File: src/hisu_pkg.sv
// Package for the homography inlier scoring unit.
// Holds field widths, fixed-point constants and the divider request type.
// No dependencies.
package hisu_pkg;

    localparam int COEF_W  = 32;
    localparam int PT_W    = 16;
    localparam int SQ_W    = 33;
    localparam int TOT_W   = 43;
    localparam int CNT_W   = 11;
    localparam int IDX_W   = 3;

    localparam int ACC_W   = 51;
    localparam int MB_W    = 19;
    localparam int PROD_W  = COEF_W + MB_W;
    localparam int NUM_W   = 57;
    localparam int DEN_W   = 50;
    localparam int QSH     = 18;
    localparam int DSH_W   = DEN_W + QSH;
    localparam int CMP_W   = DSH_W + 2;
    localparam int UQ_W    = QSH + 1;
    localparam int QUO_W   = QSH + 2;
    localparam int DIFF_W  = QUO_W + 1;
    localparam int SUM_W   = 36;

    localparam int DEF_MAX_POINTS       = 1024;
    localparam int DEF_INLIER_THRESHOLD = 30;
    localparam int CNT_ALL_ONES         = 2047;

    localparam logic [IDX_W-1:0] REG_H_XX = 3'd0;
    localparam logic [IDX_W-1:0] REG_H_XY = 3'd1;
    localparam logic [IDX_W-1:0] REG_H_XT = 3'd2;
    localparam logic [IDX_W-1:0] REG_H_YX = 3'd3;
    localparam logic [IDX_W-1:0] REG_H_YY = 3'd4;
    localparam logic [IDX_W-1:0] REG_H_YT = 3'd5;
    localparam logic [IDX_W-1:0] REG_H_PX = 3'd6;
    localparam logic [IDX_W-1:0] REG_H_PY = 3'd7;

    localparam logic [COEF_W-1:0] H_ONE = 32'h4000_0000;

    localparam logic signed [COEF_W-1:0] B_SKEW_HI  = 32'sd107374182;
    localparam logic signed [COEF_W-1:0] B_SKEW_LO  = -32'sd107374182;
    localparam logic signed [COEF_W-1:0] B_SCALE_HI = 32'sd1181116006;
    localparam logic signed [COEF_W-1:0] B_SCALE_LO = 32'sd966367642;

    localparam logic [SQ_W-1:0]  SQ_MAX  = {SQ_W{1'b1}};
    localparam logic [TOT_W-1:0] TOT_MAX = {TOT_W{1'b1}};

    localparam logic signed [ACC_W-1:0] W_ONE = 51'sh4_0000_0000;

    localparam logic signed [DIFF_W-1:0] DIST_HI = 21'sd131072;
    localparam logic signed [DIFF_W-1:0] DIST_LO = -21'sd131072;
    localparam logic [QUO_W-1:0] QBIAS = 20'h4_0000;

    typedef struct packed {
        logic                     start;
        logic signed [NUM_W-1:0]  num;
        logic [DEN_W-1:0]         den;
    } div_req_t;

endpackage

File: src/hisu_div.sv
// Iterative floor divider for the projected coordinate, one quotient bit per cycle.
// Quotient is clamped to +-2^18 before the bit loop. Uses hisu_pkg.
module hisu_div (
    input  logic                                aclk,
    input  logic                                aresetn,
    input  hisu_pkg::div_req_t                  req,
    output logic                                done,
    output logic signed [hisu_pkg::QUO_W-1:0]   quo
);

    localparam logic [1:0] PH_IDLE = 2'd0;
    localparam logic [1:0] PH_CHK  = 2'd1;
    localparam logic [1:0] PH_ITER = 2'd2;

    logic [1:0]                         phase_reg, phase_next;
    logic signed [hisu_pkg::NUM_W-1:0]  num_reg, num_next;
    logic [hisu_pkg::DSH_W-1:0]         dsh_reg, dsh_next;
    logic [hisu_pkg::DSH_W-1:0]         rem_reg, rem_next;
    logic [hisu_pkg::UQ_W-1:0]          uq_reg, uq_next;
    logic [4:0]                         cnt_reg, cnt_next;
    logic                               done_reg, done_next;
    logic [hisu_pkg::QUO_W-1:0]         quo_reg, quo_next;

    logic signed [hisu_pkg::CMP_W-1:0]  num_ext;
    logic signed [hisu_pkg::CMP_W-1:0]  dsh_ext;
    logic signed [hisu_pkg::CMP_W-1:0]  off_sum;
    logic                               bit_q;
    logic [hisu_pkg::UQ_W-1:0]          uq_shift;

    assign num_ext  = {{(hisu_pkg::CMP_W-hisu_pkg::NUM_W){num_reg[hisu_pkg::NUM_W-1]}}, num_reg};
    assign dsh_ext  = {2'b00, dsh_reg};
    assign off_sum  = num_ext + dsh_ext;
    assign bit_q    = (rem_reg >= dsh_reg);
    assign uq_shift = {uq_reg[hisu_pkg::UQ_W-2:0], bit_q};

    always_comb begin
        phase_next = phase_reg;
        num_next   = num_reg;
        dsh_next   = dsh_reg;
        rem_next   = rem_reg;
        uq_next    = uq_reg;
        cnt_next   = cnt_reg;
        done_next  = 1'b0;
        quo_next   = quo_reg;
        unique case (phase_reg)
            PH_IDLE: begin
                if (req.start) begin
                    num_next   = req.num;
                    dsh_next   = {req.den, {hisu_pkg::QSH{1'b0}}};
                    phase_next = PH_CHK;
                end
            end
            PH_CHK: begin
                priority if (num_ext >= dsh_ext) begin
                    quo_next   = hisu_pkg::QBIAS;
                    done_next  = 1'b1;
                    phase_next = PH_IDLE;
                end else if (num_ext < -dsh_ext) begin
                    quo_next   = -hisu_pkg::QBIAS;
                    done_next  = 1'b1;
                    phase_next = PH_IDLE;
                end else begin
                    rem_next   = off_sum[hisu_pkg::DSH_W-1:0];
                    uq_next    = '0;
                    cnt_next   = '0;
                    phase_next = PH_ITER;
                end
            end
            PH_ITER: begin
                if (bit_q) begin
                    rem_next = rem_reg - dsh_reg;
                end
                dsh_next = dsh_reg >> 1;
                uq_next  = uq_shift;
                cnt_next = cnt_reg + 5'd1;
                if (cnt_reg == 5'(hisu_pkg::QSH)) begin
                    quo_next   = {1'b0, uq_shift} - hisu_pkg::QBIAS;
                    done_next  = 1'b1;
                    phase_next = PH_IDLE;
                end
            end
            default: begin
                phase_next = PH_IDLE;
            end
        endcase
    end

    always_ff @(posedge aclk) begin
        if (!aresetn) begin
            phase_reg <= PH_IDLE;
            done_reg  <= 1'b0;
        end else begin
            phase_reg <= phase_next;
            done_reg  <= done_next;
        end
        num_reg <= num_next;
        dsh_reg <= dsh_next;
        rem_reg <= rem_next;
        uq_reg  <= uq_next;
        cnt_reg <= cnt_next;
        quo_reg <= quo_next;
    end

    assign done = done_reg;
    assign quo  = $signed(quo_reg);

endmodule

File: src/homography_inlier_scoring_unit.sv
// Homography inlier scoring unit: projects each source point through the
// configured homography and scores it against its target point.
//
// Input channel s_*: one request is a source/target correspondence plus a
// last_point flag; it is taken when s_valid and s_ready are both high.
// Output channel m_*: one result per request with the squared error, inlier
// and degenerate flags, running set totals, the coefficient bounds check and
// set_done. Configuration: cfg_wr_en writes cfg_wdata to register cfg_index
// (0..7 = h_xx, h_xy, h_xt, h_yx, h_yy, h_yt, h_px, h_py) with no wait.
// Timing: one shared 32x19 multiplier forms the six projection products and
// the two squares; one restoring divider produces one quotient bit per cycle
// for x and then y. Each request is carried through to its result before the
// next one can be taken; a point with w <= 0 skips the divider. s_ready is
// high only between requests. The result sits in an output register, so
// s_ready returns while a result still waits; a stalled receiver holds the
// next result in its last step. Reset restores the coefficients to identity,
// clears both set totals and drops any pending result.
module homography_inlier_scoring_unit #(
    parameter int MAX_POINTS       = hisu_pkg::DEF_MAX_POINTS,
    parameter int INLIER_THRESHOLD = hisu_pkg::DEF_INLIER_THRESHOLD
) (
    input  logic                               aclk,
    input  logic                               aresetn,
    input  logic                               s_valid,
    output logic                               s_ready,
    input  logic signed [hisu_pkg::PT_W-1:0]   s_src_x,
    input  logic signed [hisu_pkg::PT_W-1:0]   s_src_y,
    input  logic signed [hisu_pkg::PT_W-1:0]   s_dst_x,
    input  logic signed [hisu_pkg::PT_W-1:0]   s_dst_y,
    input  logic                               s_last_point,
    output logic                               m_valid,
    input  logic                               m_ready,
    output logic [hisu_pkg::SQ_W-1:0]          m_sq_err,
    output logic                               m_is_inlier,
    output logic                               m_degenerate,
    output logic [hisu_pkg::TOT_W-1:0]         m_total_err,
    output logic [hisu_pkg::CNT_W-1:0]         m_inlier_count,
    output logic                               m_model_in_bounds,
    output logic                               m_set_done,
    input  logic                               cfg_wr_en,
    input  logic [hisu_pkg::IDX_W-1:0]         cfg_index,
    input  logic [hisu_pkg::COEF_W-1:0]        cfg_wdata
);

    localparam logic [hisu_pkg::CNT_W-1:0] CNT_CAP = hisu_pkg::CNT_W'(
        (MAX_POINTS < hisu_pkg::CNT_ALL_ONES) ? MAX_POINTS : hisu_pkg::CNT_ALL_ONES);
    localparam logic [hisu_pkg::SQ_W-1:0] SQ_THR = hisu_pkg::SQ_W'(INLIER_THRESHOLD * 256);

    localparam logic [2:0] S_IDLE = 3'd0;
    localparam logic [2:0] S_MUL  = 3'd1;
    localparam logic [2:0] S_CHK  = 3'd2;
    localparam logic [2:0] S_DIV  = 3'd3;
    localparam logic [2:0] S_WAIT = 3'd4;
    localparam logic [2:0] S_SQ   = 3'd5;
    localparam logic [2:0] S_FIN  = 3'd6;

    logic signed [hisu_pkg::COEF_W-1:0] h_xx_reg, h_xy_reg, h_xt_reg, h_yx_reg;
    logic signed [hisu_pkg::COEF_W-1:0] h_yy_reg, h_yt_reg, h_px_reg, h_py_reg;

    logic [2:0]                          state_reg;
    logic [2:0]                          step_reg;
    logic                                axis_reg;
    logic signed [hisu_pkg::PT_W-1:0]    sx_reg, sy_reg, tx_reg, ty_reg;
    logic                                last_reg;
    logic signed [hisu_pkg::ACC_W-1:0]   x_acc_reg, y_acc_reg, w_acc_reg;
    logic signed [hisu_pkg::PROD_W-1:0]  prod_reg;
    logic signed [hisu_pkg::MB_W-1:0]    dx_reg, dy_reg;
    logic [hisu_pkg::SUM_W-1:0]          sum_reg;
    logic                                degen_reg;

    logic [hisu_pkg::TOT_W-1:0]          err_acc_reg;
    logic [hisu_pkg::CNT_W-1:0]          inl_acc_reg;

    logic                                m_valid_reg;
    logic [hisu_pkg::SQ_W-1:0]           sq_err_reg;
    logic                                is_inlier_reg;
    logic                                degenerate_reg;
    logic [hisu_pkg::TOT_W-1:0]          total_err_reg;
    logic [hisu_pkg::CNT_W-1:0]          inlier_count_reg;
    logic                                in_bounds_reg;
    logic                                set_done_reg;

    logic signed [hisu_pkg::COEF_W-1:0]  mul_a;
    logic signed [hisu_pkg::MB_W-1:0]    mul_b;
    logic signed [hisu_pkg::PROD_W-1:0]  mul_p;
    logic signed [hisu_pkg::ACC_W-1:0]   prod_ext;
    logic [2:0]                          prev_step;

    hisu_pkg::div_req_t                  div_req;
    logic                                div_done;
    logic signed [hisu_pkg::QUO_W-1:0]   div_quo;
    logic signed [hisu_pkg::ACC_W-1:0]   coord;
    logic signed [hisu_pkg::PT_W-1:0]    tgt;
    logic signed [hisu_pkg::DIFF_W-1:0]  diff;
    logic signed [hisu_pkg::MB_W-1:0]    diff_clamp;

    logic [hisu_pkg::SQ_W-1:0]           sq_val;
    logic                                inl_val;
    logic [hisu_pkg::TOT_W:0]            tot_sum;
    logic [hisu_pkg::TOT_W-1:0]          tot_val;
    logic [hisu_pkg::CNT_W-1:0]          cnt_val;
    logic                                bounds_val;
    logic                                out_free;
    logic                                s_fire;
    logic                                fin_fire;

    assign s_ready  = (state_reg == S_IDLE);
    assign s_fire   = s_valid && s_ready;
    assign out_free = !m_valid_reg || m_ready;
    assign fin_fire = (state_reg == S_FIN) && out_free;

    always_ff @(posedge aclk) begin
        if (!aresetn) begin
            h_xx_reg <= hisu_pkg::H_ONE;
            h_xy_reg <= '0;
            h_xt_reg <= '0;
            h_yx_reg <= '0;
            h_yy_reg <= hisu_pkg::H_ONE;
            h_yt_reg <= '0;
            h_px_reg <= '0;
            h_py_reg <= '0;
        end else if (cfg_wr_en) begin
            unique case (cfg_index)
                hisu_pkg::REG_H_XX: h_xx_reg <= cfg_wdata;
                hisu_pkg::REG_H_XY: h_xy_reg <= cfg_wdata;
                hisu_pkg::REG_H_XT: h_xt_reg <= cfg_wdata;
                hisu_pkg::REG_H_YX: h_yx_reg <= cfg_wdata;
                hisu_pkg::REG_H_YY: h_yy_reg <= cfg_wdata;
                hisu_pkg::REG_H_YT: h_yt_reg <= cfg_wdata;
                hisu_pkg::REG_H_PX: h_px_reg <= cfg_wdata;
                hisu_pkg::REG_H_PY: h_py_reg <= cfg_wdata;
                default: ;
            endcase
        end
    end

    // shared multiplier operand select
    always_comb begin
        mul_a = h_xx_reg;
        mul_b = hisu_pkg::MB_W'(sx_reg);
        if (state_reg == S_SQ) begin
            if (step_reg == 3'd0) begin
                mul_a = hisu_pkg::COEF_W'(dx_reg);
                mul_b = dx_reg;
            end else begin
                mul_a = hisu_pkg::COEF_W'(dy_reg);
                mul_b = dy_reg;
            end
        end else begin
            unique case (step_reg)
                3'd0: begin mul_a = h_xx_reg; mul_b = hisu_pkg::MB_W'(sx_reg); end
                3'd1: begin mul_a = h_xy_reg; mul_b = hisu_pkg::MB_W'(sy_reg); end
                3'd2: begin mul_a = h_yx_reg; mul_b = hisu_pkg::MB_W'(sx_reg); end
                3'd3: begin mul_a = h_yy_reg; mul_b = hisu_pkg::MB_W'(sy_reg); end
                3'd4: begin mul_a = h_px_reg; mul_b = hisu_pkg::MB_W'(sx_reg); end
                default: begin mul_a = h_py_reg; mul_b = hisu_pkg::MB_W'(sy_reg); end
            endcase
        end
    end

    assign mul_p     = mul_a * mul_b;
    assign prod_ext  = prod_reg;
    assign prev_step = step_reg - 3'd1;

    assign coord = axis_reg ? y_acc_reg : x_acc_reg;
    assign tgt   = axis_reg ? ty_reg : tx_reg;

    always_comb begin
        div_req.start = (state_reg == S_DIV);
        div_req.num   = {coord[hisu_pkg::ACC_W-1], coord, 5'b00000}
                      + hisu_pkg::NUM_W'(w_acc_reg);
        div_req.den   = {w_acc_reg[hisu_pkg::DEN_W-2:0], 1'b0};
    end

    hisu_div u_div (
        .aclk    (aclk),
        .aresetn (aresetn),
        .req     (div_req),
        .done    (div_done),
        .quo     (div_quo)
    );

    assign diff = hisu_pkg::DIFF_W'(div_quo) - hisu_pkg::DIFF_W'(tgt);

    always_comb begin
        priority if (diff > hisu_pkg::DIST_HI) begin
            diff_clamp = hisu_pkg::MB_W'(hisu_pkg::DIST_HI);
        end else if (diff < hisu_pkg::DIST_LO) begin
            diff_clamp = hisu_pkg::MB_W'(hisu_pkg::DIST_LO);
        end else begin
            diff_clamp = diff[hisu_pkg::MB_W-1:0];
        end
    end

    always_comb begin
        if (degen_reg) begin
            sq_val = hisu_pkg::SQ_MAX;
        end else if (sum_reg > hisu_pkg::SUM_W'(hisu_pkg::SQ_MAX)) begin
            sq_val = hisu_pkg::SQ_MAX;
        end else begin
            sq_val = sum_reg[hisu_pkg::SQ_W-1:0];
        end
        inl_val = !degen_reg && (sq_val < SQ_THR);
        tot_sum = {1'b0, err_acc_reg} + (hisu_pkg::TOT_W+1)'(sq_val);
        tot_val = tot_sum[hisu_pkg::TOT_W] ? hisu_pkg::TOT_MAX
                                           : tot_sum[hisu_pkg::TOT_W-1:0];
        cnt_val = (inl_val && (inl_acc_reg < CNT_CAP)) ? inl_acc_reg + 1'b1 : inl_acc_reg;
        bounds_val = (h_xx_reg >= hisu_pkg::B_SCALE_LO) && (h_xx_reg <= hisu_pkg::B_SCALE_HI)
                  && (h_yy_reg >= hisu_pkg::B_SCALE_LO) && (h_yy_reg <= hisu_pkg::B_SCALE_HI)
                  && (h_xy_reg >= hisu_pkg::B_SKEW_LO) && (h_xy_reg <= hisu_pkg::B_SKEW_HI)
                  && (h_yx_reg >= hisu_pkg::B_SKEW_LO) && (h_yx_reg <= hisu_pkg::B_SKEW_HI);
    end

    always_ff @(posedge aclk) begin
        if (!aresetn) begin
            state_reg   <= S_IDLE;
            step_reg    <= '0;
            axis_reg    <= 1'b0;
            degen_reg   <= 1'b0;
            err_acc_reg <= '0;
            inl_acc_reg <= '0;
        end else begin
            unique case (state_reg)
                S_IDLE: begin
                    if (s_fire) begin
                        step_reg  <= '0;
                        degen_reg <= 1'b0;
                        state_reg <= S_MUL;
                    end
                end
                S_MUL: begin
                    step_reg <= step_reg + 3'd1;
                    if (step_reg == 3'd6) begin
                        state_reg <= S_CHK;
                    end
                end
                S_CHK: begin
                    axis_reg <= 1'b0;
                    if (w_acc_reg <= 0) begin
                        degen_reg <= 1'b1;
                        state_reg <= S_FIN;
                    end else begin
                        state_reg <= S_DIV;
                    end
                end
                S_DIV: begin
                    state_reg <= S_WAIT;
                end
                S_WAIT: begin
                    if (div_done) begin
                        if (!axis_reg) begin
                            axis_reg  <= 1'b1;
                            state_reg <= S_DIV;
                        end else begin
                            step_reg  <= '0;
                            state_reg <= S_SQ;
                        end
                    end
                end
                S_SQ: begin
                    step_reg <= step_reg + 3'd1;
                    if (step_reg == 3'd2) begin
                        state_reg <= S_FIN;
                    end
                end
                S_FIN: begin
                    if (out_free) begin
                        err_acc_reg <= last_reg ? '0 : tot_val;
                        inl_acc_reg <= last_reg ? '0 : cnt_val;
                        state_reg   <= S_IDLE;
                    end
                end
                default: begin
                    state_reg <= S_IDLE;
                end
            endcase
        end
    end

    // datapath registers
    always_ff @(posedge aclk) begin
        if (s_fire) begin
            sx_reg    <= s_src_x;
            sy_reg    <= s_src_y;
            tx_reg    <= s_dst_x;
            ty_reg    <= s_dst_y;
            last_reg  <= s_last_point;
            x_acc_reg <= {h_xt_reg[hisu_pkg::COEF_W-1], h_xt_reg, {hisu_pkg::QSH{1'b0}}};
            y_acc_reg <= {h_yt_reg[hisu_pkg::COEF_W-1], h_yt_reg, {hisu_pkg::QSH{1'b0}}};
            w_acc_reg <= hisu_pkg::W_ONE;
        end
        if (state_reg == S_MUL) begin
            prod_reg <= mul_p;
            if (step_reg != 3'd0) begin
                unique case (prev_step)
                    3'd0, 3'd1: x_acc_reg <= x_acc_reg + prod_ext;
                    3'd2, 3'd3: y_acc_reg <= y_acc_reg + prod_ext;
                    default:    w_acc_reg <= w_acc_reg + prod_ext;
                endcase
            end
        end
        if (state_reg == S_WAIT && div_done) begin
            if (axis_reg) begin
                dy_reg <= diff_clamp;
            end else begin
                dx_reg <= diff_clamp;
            end
        end
        if (state_reg == S_SQ) begin
            prod_reg <= mul_p;
            if (step_reg == 3'd1) begin
                sum_reg <= prod_reg[hisu_pkg::SUM_W-1:0];
            end else if (step_reg == 3'd2) begin
                sum_reg <= sum_reg + prod_reg[hisu_pkg::SUM_W-1:0];
            end
        end
    end

    // output register
    always_ff @(posedge aclk) begin
        if (!aresetn) begin
            m_valid_reg <= 1'b0;
        end else if (fin_fire) begin
            m_valid_reg <= 1'b1;
        end else if (m_ready) begin
            m_valid_reg <= 1'b0;
        end
        if (fin_fire) begin
            sq_err_reg       <= sq_val;
            is_inlier_reg    <= inl_val;
            degenerate_reg   <= degen_reg;
            total_err_reg    <= tot_val;
            inlier_count_reg <= cnt_val;
            in_bounds_reg    <= bounds_val;
            set_done_reg     <= last_reg;
        end
    end

    assign m_valid           = m_valid_reg;
    assign m_sq_err          = sq_err_reg;
    assign m_is_inlier       = is_inlier_reg;
    assign m_degenerate      = degenerate_reg;
    assign m_total_err       = total_err_reg;
    assign m_inlier_count    = inlier_count_reg;
    assign m_model_in_bounds = in_bounds_reg;
    assign m_set_done        = set_done_reg;

endmodule

File: config.mk
export PLATFORM = sky130hd
export DESIGN_NAME = homography_inlier_scoring_unit
export DESIGN_NICKNAME = d
export VERILOG_FILES = /design/src/hisu_pkg.sv /design/src/hisu_div.sv /design/src/homography_inlier_scoring_unit.sv
export SDC_FILE = /design/constraint.sdc
export NUM_CORES = 2
export LEC_CHECK = 0
export BUFFER_PORTS_ARGS = -buffer_cell sky130_fd_sc_hd__clkbuf_2
export CAP_MARGIN = 0
export CORE_UTILIZATION = 40
export DETAILED_ROUTE_END_ITERATION = 10
export HOLD_SLACK_MARGIN = 0.08
export MAX_ROUTING_LAYER = met4
export PLACE_DENSITY = 0.54
export SYNTH_ARGS = -nofsm -noshare
export SYNTH_HDL_FRONTEND = slang
export SYNTH_SLANG_ARGS = --single-unit
File: constraint.sdc
create_clock -name aclk -period 10.95 [get_ports aclk]
set_input_delay 1.095 -clock aclk [delete_from_list [all_inputs] [get_ports aclk]]
set_output_delay 1.095 -clock aclk [all_outputs]
set_load 0.01 [all_outputs]
Word level (Yosys, flattened, before mapping):

Cells that the tools add are included.

* input bits: 105
* logic and storage cells: 245
* register bits after elaboration: 992
* output and inout port bits: 93

* bitwise gates (word level): 1
* eq/ne operators: 37
* multipliers: 1
* magnitude comparators: 17
* reduce and logical (&&, ||, !) cells: 56
* add/sub/neg operators: 15
* muxes and demuxes: 76

Operator list (count)
* $mux W51: 15
* $mux W68: 4
* $pmux W68 S2: 2
* $pmux W32 S5: 1
* $add A51 B51 Y51: 3
* $mux W19: 5
* $mux W43: 2
* $mux W36: 2
* $lt A57 B70 Y1: 1
* $neg A68 Y70: 1
* $ge A57 B69 Y1: 1
* $add A57 B68 Y68: 1
* $ge A68 B68 Y1: 1
* $sub A68 B68 Y68: 1
* $mux W33: 2
* $ge A32 B28 Y1 const B: 2
* $ge A32 B31 Y1 const B: 2
* $le A32 B28 Y1 const B: 2
* $le A32 B32 Y1 const B: 2
* $mux W32: 2
* $mux W20: 3
* $add A56 B51 Y57: 1
* $le A51 B1 Y1 const B: 1
* $mul A32 B19 Y51: 1
* 51 further kinds: 145

Depth between registers and ports, before layout:

* word-level depth: 8
* gate-level depth with buffers: 39
* depth with buffers taken out: 36

Cells and area by module:

From an unflattened synthesis, not the netlist that was laid out.

* cells, all modules: 9927
* area total of the unflattened synthesis: 87557.7 um2

By module, submodules not included
* homography_inlier_scoring_unit: seq. area each 17887.2 um2, times used 1, area each 65985.8 um2, cells each 7549
* hisu_div: seq. area each 7146.9 um2, times used 1, area each 21571.9 um2, cells each 2378

Worst setup path before layout:

No wires, ideal clock.

* kind: reg2reg
* start: register u_div.dsh_reg[9] in the netlist's numbering
* end: register u_div.rem_reg[0] in the netlist's numbering (enable)
* library setup time: 0.596 ns
* data required time: 10.354 ns
* data arrival time: 9.888 ns
* setup slack: 0.466 ns
* path buffers: 1
* cell stages (with the launch flop): 23
* period minus slack after synthesis: 10.484 ns
* path through: edfxtp_1 or4_4 nor4b_4 nand4_2 or4_4 or2_1 buf_6 nor4_1 nand3_1 xnor2_1 ha_1 nand4_1 nor3_1 nand4_1 or3_1 nor4_1 o21a_1 o21ai_0 nand3_1 mux2i_1 nor2_1 nor2b_1 a211oi_1

* cells in the longest elaborated chain, start to end: 4
* elaborated cells on any way between the ends: 8
* those cells by class: 1 x add/sub; 3 x order compare; 3 x eq/ne; 1 x reduce/logical

Ends and longest elaborated chain
* start: declaration: line hisu_div.sv:17 `logic [hisu_pkg::DSH_W-1:0] dsh_reg, dsh_next;`
* start signal: assignment: line hisu_div.sv:97 `dsh_reg <= dsh_next;`
* $neg A68 Y70: line hisu_div.sv:58 `end else if (num_ext < -dsh_ext) begin`
* $lt A57 B70 Y1: line hisu_div.sv:58
* $ne A2 B2 Y1 (no line)
* $reduce_and A4 Y1 (no line) *
* end signal: assignment: line hisu_div.sv:98 `rem_reg <= rem_next;`
* end: declaration: line hisu_div.sv:18 `logic [hisu_pkg::DSH_W-1:0] rem_reg, rem_next;`

Mark *: on every way between the ends. The rest lies on a longest branch, timed or not.
A chain may end at the register's enable or synchronous reset.

Worst setup path after layout:

* start: register step_reg[0]
* end: register prod_reg, in the netlist prod_ext[48] (data pin)

* cells in the longest elaborated chain, start to end: 7
* elaborated cells on any way between the ends: 15
* those cells by class: 1 x mul; 4 x eq/ne; 8 x mux; 2 x reduce/logical

Ends and longest elaborated chain
* start: declaration: line homography_inlier_scoring_unit.sv:61 `logic [2:0] step_reg;`
* start signal: assignment: line homography_inlier_scoring_unit.sv:232 `step_reg <= step_reg + 3'd1;`
* start signal: assignment: line homography_inlier_scoring_unit.sv:261 `step_reg <= step_reg + 3'd1;`
* $eq A3 B2 Y1, or another cell as far along: line homography_inlier_scoring_unit.sv:150 `unique case (step_reg)`
* $reduce_or A3 Y1 (no line)
* $mux W19: line homography_inlier_scoring_unit.sv:150
* $mux W19: line homography_inlier_scoring_unit.sv:141 `if (state_reg == S_SQ) begin`
* $mul A32 B19 Y51 *: line homography_inlier_scoring_unit.sv:161 `assign mul_p = mul_a * mul_b;`
* named net mul_p (one bit): line homography_inlier_scoring_unit.sv:85 `logic signed [hisu_pkg::PROD_W-1:0] mul_p;`
* $mux W51: line homography_inlier_scoring_unit.sv:292 `if (state_reg == S_MUL) begin`
* $mux W51 *: line homography_inlier_scoring_unit.sv:309 `if (state_reg == S_SQ) begin`
* end signal: assignment: line homography_inlier_scoring_unit.sv:293 `prod_reg <= mul_p;`
* end signal: assignment: line homography_inlier_scoring_unit.sv:310 `prod_reg <= mul_p;`
* end: declaration: line homography_inlier_scoring_unit.sv:66 `logic signed [hisu_pkg::PROD_W-1:0] prod_reg;`

Mark *: on every way through the listed nets, which the timed path passes. The rest lies on a longest branch. The select of a mux whose other input is x is not followed.

==> metrics.yaml <==
layout_commonest_cell: "nand2_1"
dr.pass1.iters: 8
rsz0062_at_grt: "false"
grt_util_all_layers: 0.280
die-area_um2: 219000
start_util: 0.403
clkPwrFrac: 0.188
final_cells: 12800
tightest_slew_ps: 1180
fmax_ghz: 0.0971
path_max_fanout: 18
numPortBuffers: 197
grt_overflow: 0
async_reset_ff_frac: 0
dpl.cell_count: 12500
setup_viol: 0
gp_congestion: 0.996
p_seq_frac: 0.233
required_ps: 11450
grt_pass1_wl_um: 450000
htree_levels: 3
ioPinCount: 198
synth_seq_cells: 992
ant_nets: 0
yosysWarnings: 0
criticalPathCategory: "flop to flop"
status: "finished, final reports clean"
finalCritPeriodShare: 0.941
synth_ff_type: "edfxtp_1"
drv_cap: 0
slowest_stage: "a21oi_1"
fp.dieH_um: 468
syn2layout_area_growth_pct: 9.51
register_area_um2: 25000
clk_latency_ps: 790
grt_max_degree: 116
cts_buffers: 114
synth_top_area_share: 0.179
p_sw_frac: 0.453
p_int_mw: 12.2
drive_gt1_frac: 0.0779
dp_hpwl_um: 239000
drt-vias-per-instance: 5.58
ctsHoldBuffers: 0
rows: 170
min_path_type: "flop to flop"
p_sw_mw: 10.1
multi_input_area_um2: 57000
yosysUniqueCellTypes: 106
final_period_minus_worst_setup_slack_ps: 10300
drt_iter0_markers: 5747
ys_seq_area_frac: 0.289
comb_power_share: 0.580
synth_top_cell_by_area: "edfxtp_1"
p_per_area_nw_per_um2: 234
power_leakage_nw: 41.2
relSlewSlack: 0.212
arrival_ps: 10810
core_region_area_um2: 215000
slew_viol_final: 0
end_kind: "flop"
path_clk_slew_ps: 70
wl_per_cell_um: 23.6
fin_worst_skew_ps: 38.9
routed_wl_um: 301000
final.setup.tns_ps: 0
cts_tree: "yes"
synth_edf_count: 517
antenna_found_initial: 12
post-cts-setup-buffers: 0
fin_nets: 11200
critPathMostFrequentCell: "fa_1"
cts_resized: 0
ir_drop_uv: 421
synthTopCellsByArea: "edfxtp_1, fa_1, dfxtp_1, ha_1, nand2_1"
n_fill_cell: 21000
syn_nets: 11200
synth_area_um2: 86700
clockBufferDepth: 3
critPathLaunchType: "flop"
clock_sinks: 992
num_vias: 71100
total_power_mw: 22.2
cp_slowest_stage_delay_ps: 770
most-common-layout-cells: "nand2_1, inv_1, nor2_1, ha_1"
avgSynthCellArea_um2: 8.86
syn_inst: 9787
drc: 0
cts_root_buf: "clkbuf_16"
finalHoldViolations: 0
dieWidth_um: 468
grt_pass1_vias: 71200
[critical path, delay by kind of cell, from the launching register on]
kind                     cells  cell delay [ps]
buffers and inverters        3              440
AO/OA/AOI/OAI               12             3490
XOR/XNOR                     1              140
AND/OR/NAND/NOR              5             1230
flip-flops                   1              390
adder cells (fa/ha/maj)      9             4330
[worst paths after layout]
path               start       endpoint  slack, ps  cells after the start
max          step_reg[0]   prod_ext[48]        650                     30
min          h_xt_reg[8]  x_acc_reg[26]        460                      2
max reg2reg  step_reg[0]   prod_ext[48]        650                     30
min reg2reg  h_xt_reg[8]  x_acc_reg[26]        460                      2
[per-layer routing]
metal  up-vias  track usage  part of all wire
met2      1910        0.452              0.47
met5         -            -                 0
met3       388       0.0286             0.047
li1      33800            -                 -
met4         0        0.108             0.043
met1     34900        0.361              0.44
[per-stage QoR]
stage               utilization  cell area (um2)  worst slack, ps  hold WS (ps)
global route              0.442            95000              117           459
floorplan                     -            86700              466           431
detailed placement        0.423            90900              697           457
finish                    0.442            95000              647           461
global placement          0.423            90900              883           447
CTS                       0.442            94900              676           422
[power by group through the flow]
stage | Sequential [mW] | Combinational, mW | Clock [mW]
after floorplan | 4.88 | 9.26 | 0
after global placement | 5.24 | 12.7 | 0
after detailed placement | 5.25 | 12.7 | 0
after CTS | 5.17 | 12.8 | 4.27
after global routing | 5.19 | 14.3 | 4.39
final | 5.17 | 12.9 | 4.17
[kinds of logic after synthesis]
logic type / synth area share
flops: 0.289
buf+inv: 0.0569
simple gates: 0.163
mux: 0.0214
xor+xnor: 0.0516
fa+ha+maj: 0.242
compound gates: 0.177
[synthesized netlist by cell type, drive strengths merged (45+ instances only)]
| library cell | count |
|---|---|
| dfxtp | 475 |
| fa | 600 |
| and3 | 73 |
| nor2 | 756 |
| a21boi | 283 |
| nand4 | 114 |
| a22oi | 45 |
| nor2b | 93 |
| a21o | 317 |
| nor3 | 113 |
| clkbuf | 399 |
| a21oi | 606 |
| inv | 864 |
| xor2 | 168 |
| o21a | 57 |
| o21bai | 90 |
| nand2b | 114 |
| nor4 | 70 |
| nand3 | 204 |
| o21ai | 464 |
| xnor2 | 343 |
| nand2 | 1395 |
| a31oi | 91 |
| mux2i | 50 |
| ha | 714 |
| edfxtp | 517 |
| o211ai | 53 |
| and2 | 83 |
| mux2 | 120 |
[final cells by class]
class,count,share of cell area
Sequential cell,992,0.264
Multi-Input combinational cell,7494,0.600
Antenna cell,8,0.000211
Clock inverter,79,0.0110
Inverter,866,0.0343
Timing Repair Buffer,335,0.0216
Clock buffer,138,0.0316
Tap cell,2838,0.0374
(Power assumes the default switching activity.)
